`src/assert_macros.svh`:
```
// ----------------------------------------------------------------------------
// assertion macros
// shared concurrent assertion forms, clocked on i_clk, reset on i_rst_n
// ----------------------------------------------------------------------------
`ifndef ASSERT_MACROS_SVH
`define ASSERT_MACROS_SVH

// same-cycle implication
`define AST_IMP(label, ante, cons, msg) \
    label: assert property (@(posedge i_clk) disable iff (!i_rst_n) (ante) |-> (cons)) \
        else $error(msg);

// next-cycle implication
`define AST_NEXT(label, ante, cons, msg) \
    label: assert property (@(posedge i_clk) disable iff (!i_rst_n) (ante) |=> (cons)) \
        else $error(msg);

`endif

```
`src/mta_pkg.sv`:
```
// ----------------------------------------------------------------------------
// mta_pkg
// types, codes and defaults shared by the membership table modules
// ----------------------------------------------------------------------------
package mta_pkg;

    localparam int TABLE_ENTRIES_DEF    = 32;
    localparam int GROUPS_PER_ENTRY_DEF = 8;
    localparam logic [7:0] AGE_LIMIT_RESET = 8'd50;

    // command codes
    localparam logic [2:0] CMD_JOIN    = 3'd0;
    localparam logic [2:0] CMD_LEAVE   = 3'd1;
    localparam logic [2:0] CMD_RSTART  = 3'd2;
    localparam logic [2:0] CMD_RADD    = 3'd3;
    localparam logic [2:0] CMD_QUERY   = 3'd4;
    localparam logic [2:0] CMD_TICK    = 3'd5;

    // status codes
    localparam logic [1:0] ST_OK         = 2'd0;
    localparam logic [1:0] ST_TABLE_FULL = 2'd1;
    localparam logic [1:0] ST_LIST_FULL  = 2'd2;
    localparam logic [1:0] ST_UNKNOWN    = 2'd3;

    typedef struct packed {
        logic [2:0]  cmd;
        logic [15:0] robot;
        logic [15:0] swarm;
    } t_in_item;

    typedef struct packed {
        logic       is_member;
        logic [1:0] status;
    } t_out_item;

    // classified work item passed from front to back
    typedef struct packed {
        t_in_item item;
        logic     nop;
    } t_work;

endpackage

```
`src/mta_front.sv`:
```
// ----------------------------------------------------------------------------
// mta_front
// accepts items, flags unused commands and buffers them for the engine
// ----------------------------------------------------------------------------
module mta_front (
    input  logic              i_clk,
    input  logic              i_rst_n,
    input  logic              i_push,
    input  mta_pkg::t_in_item i_item,
    output logic              o_full,
    output logic              o_work_valid,
    output mta_pkg::t_work    o_work,
    input  logic              i_work_pop
);
    import mta_pkg::*;

    localparam int QD = 2;

    t_work      r_q [QD];
    logic       r_wp, r_rp;
    logic [1:0] r_cnt;
    logic       w_push, w_pop;
    t_work      w_cls;

    // classify: unused codes need no table work
    always_comb begin
        w_cls.item = i_item;
        w_cls.nop  = !(i_item.cmd inside {CMD_JOIN, CMD_LEAVE, CMD_RSTART,
                                          CMD_RADD, CMD_QUERY, CMD_TICK});
    end

    assign o_full       = (r_cnt == 2'(QD));
    assign o_work_valid = (r_cnt != 2'd0);
    assign o_work       = r_q[r_rp];
    assign w_push       = i_push && !o_full;
    assign w_pop        = i_work_pop && o_work_valid;

    // queue pointers
    always_ff @(posedge i_clk) begin
        if (!i_rst_n) begin
            r_wp  <= 1'b0;
            r_rp  <= 1'b0;
            r_cnt <= 2'd0;
        end else begin
            if (w_push) r_wp <= ~r_wp;
            if (w_pop)  r_rp <= ~r_rp;
            r_cnt <= r_cnt + 2'(w_push) - 2'(w_pop);
        end
    end

    // queue storage
    always_ff @(posedge i_clk) begin
        if (w_push) r_q[r_wp] <= w_cls;
    end

endmodule

```
`config.mk`:
```
export PLATFORM = sky130hd
export DESIGN_NAME = mta_front
export DESIGN_NICKNAME = d
export VERILOG_FILES = /design/src/assert_macros.svh /design/src/mta_pkg.sv /design/src/mta_front.sv
export SDC_FILE = /design/constraint.sdc
export NUM_CORES = 1
export LEC_CHECK = 0
export BUFFER_PORTS_ARGS = -buffer_cell sky130_fd_sc_hd__buf_4
export CAP_MARGIN = 20
export CORE_UTILIZATION = 45
export DETAILED_ROUTE_END_ITERATION = 7
export MAX_ROUTING_LAYER = met4
export PLACE_DENSITY = 0.7
export SYNTH_ARGS = -nofsm -noshare
export SYNTH_HDL_FRONTEND = slang
export SYNTH_SLANG_ARGS = --single-unit
export TNS_END_PERCENT = 1
```
`constraint.sdc`:
```
create_clock -name i_clk -period 6.2 [get_ports i_clk]
set_input_delay 0.31 -clock i_clk [delete_from_list [all_inputs] [get_ports i_clk]]
set_output_delay 0.31 -clock i_clk [all_outputs]
set_load 0.02 [all_outputs]
```
==> summary.txt <==
Status
  – Status: completed

GRT
  – Tot GR Track Use: 14.3%
  – Largest net degree at the start of global routing: 37
  – First-pass GRT wire length: 7160 um
  – Initial antenna violation count: 0
  – Grt total ovfl: 0
  – Vias in the first global route: 1435

Logic synthesis
  – Mapped Nets: 181
  – Syn Inst Count: 140
  – FF+latch count, synth: 77
  – Cell taking the most area after synthesis: edfxtp_1
  – Top FF cell, synth: edfxtp_1
  – Top cell types by occurrence after synthesis: 72 x edfxtp_1, 30 x mux2_4, 6 x mux2_2
  – Most frequent cell after synthesis: edfxtp_1
  – Post-synth cell types: 19
  – Ys async rst share: 0%
  – Synth area leaders: edfxtp_1 72%, mux2_4 15%, dfxtp_1 3.3%
  – Share of the synthesized area in the top cell type: 72.2%
  – Mapped Avg Cell Area: 21.4 um2
  – Post-synth EDFFs: 72
  – Synth warnings: 0
  – Mapped cell area: 0.00299 mm2
  – Seq/Total Area, Yosys: 75.6%

Floorplanning
  – Core area: 0.00639 mm2
  – Die extent in y: 83.6 um
  – I/O pin count: 77
  – Die Wd: 83.6 um
  – Initial Util: 46.9%
  – Die Footprint: 0.00698 mm2
  – # rows: 29

Route
  – Routed wire length: 4670 um
  – Routed via count: 1438
  – Antenna viol nets, final: 0
  – Starting DRC count in detailed routing: 78
  – Post-DR wirelength/cell: 15.2 um
  – Post-route DRC: 0
  – Vias/cell: 4.68
  – DRT Pass-1 Iters: 4

CTS
  – Post_cts resized: 0
  – Clk root buf: clkbuf_8
  – Clock slew at reported path FFs: 0.08 ns
  – # hold bufs at CTS: 0
  – CTS tree: done
  – Clk_lat worst skew: 0.34 ns
  – # Post-CTS Setup Buffers: 0
  – Clk buf depth: 2
  – # H-tree levels: 3
  – Clk sink count: 77
  – CTS Buf Count: 9

Worst hold path
  – Hold EP: r_q[0][16]
  – Worst Hold Class: primary input to flip-flop
  – Worst Hold Depth: 1
  – Hold path startpoint: i_item[15]

Cells and area
  – Ratio of cells with drive above 1 in the final layout: 57.0%
  – Non-Filler Instances: 307
  – Final core occ: 60.6%
  – Ant. Diodes: 0
  – Area delta synth->final: 29.3%
  – Net count, final: 266
  – Filler cells: 498

Worst setup path
  – CP required: 5.89 ns
  – Worst Path Arrival: 1.76 ns
  – Worst-path fanout max: 23
  – Critical register-to-register path startpoint: r_cnt[0]
  – Worst setup EP type: primary output
  – FF-to-FF End: r_cnt[1]
  – Setup slack, reg-to-reg: 4.51 ns
  – CP Class: flip-flop to primary output
  – Worst Reg-to-Reg Cells: 8
  – Element type at the critical path start: flip-flop

Placed design
  – Dpl hpwl: 3030 um
  – Placed cell count: 290
  – Routability cong.: 0.685
  – Dpl ws: 4.27 ns
  – Port bufs: 76

Timing
  – Least-Margin Pin Slew: 0.851 ns
  – Post-route minimum period: 2.07 ns
  – Layout Skew: 0.00662 ns
  – Fin. Hold Viols: 0
  – Setup Viol. Count Final: 0
  – Final setup margin: 4.13 ns
  – Slew HR: 43.3%
  – Fin Setup TNS: 0 ns
  – Final period util: 33.4%
  – Max-slew violation count: 0
  – Max Fclk: 484 MHz
  – RSZ-0062 raised after global routing: no

Pwr
  – VDD IR max: 0.253 mV
  – Leak: 1.54 nW
  – Power Density: 444 mW/mm2
  – Total power: 1.72 mW

Job
  – MaxCap Viol Count: 0
==> critical path, stage by stage, from the launching register on <==
cell	delay, ns
dfxtp_2	0.63
buf_12	0.26
mux2_2	0.36
buf_4	0.16
==> flip-flops by register name, indices dropped and copies added, names as in the netlist, named ones only <==
register	cells
r_cnt	2
r_q	72
r_rp	1
r_wp	1
==> power breakdown <==
group	total [mW]	switching, mW	internal [mW]	leakage (nW)
clock	0.436	0.170	0.266	0.115
combinational	0.567	0.273	0.294	0.712
sequential	0.716	0.0444	0.672	0.715
total	1.72	0.487	1.23	1.54
==> layout make-up <==
class / count / area, um2 / share of cell area (%)
clock buffer: 11 / 131 / 3.39
inverter: 3 / 11.3 / 0.291
sequential: 77 / 2260 / 58.5
tap: 77 / 96.3 / 2.49
clock inverter: 5 / 98.8 / 2.55
timing repair buffer: 78 / 611 / 15.8
multi-input combinational: 56 / 658 / 17.0
==> worst max path at each step <==
stage	end	slack [ns]
after floorplan	r_q[0][0]	3.67
after global placement	o_work[4]	4.18
after detailed placement	r_q[0][12]	4.27
after CTS	o_work[3]	4.08
after global routing	o_work[4]	4.05
final	o_work[4]	4.13
==> kinds of logic (layout without fill, tap and decap cells) <==
kind of cell	Yosys count	after routing	synth area share (%)
flip-flops	77	77	75.6
multiplexers	37	37	17.6
AND/OR/NAND/NOR	14	14	2.38
buffers and inverters	7	97	2.76
adder cells (fa/ha/maj)	2	2	0.836
XOR/XNOR	2	2	0.585
AO/OA/AOI/OAI	1	1	0.251
==> metrics by stage <==
stage,area (um2),hold slack (ns)
after floorplan,2990,0.409
after global placement,3600,0.494
after detailed placement,3620,0.499
after CTS,3850,0.134
after global routing,3870,0.138
final,3870,0.149
==> cell usage in the layout, fill, tap and decap left out, drive strengths merged <==
master	count
and2	3
and3	1
buf	78
bufinv	3
clkbuf	11
clkinv	2
dfxtp	5
edfxtp	72
ha	2
inv	3
mux2	36
mux2i	1
nand2	2
nand2b	2
nor2	4
nor3	1
o21a	1
or2	1
xnor2	1
xor2	1
==> per-layer routing <==
metal  vias up  wire length [um]  GRT usage, %
met3        10               276          3.46
met5         -                 0             -
met2        54              2250          22.0
met1       671              2050          17.1
met4         0                88          8.78
li1        703                 -             -
Power figures use the tool's default switching activity.
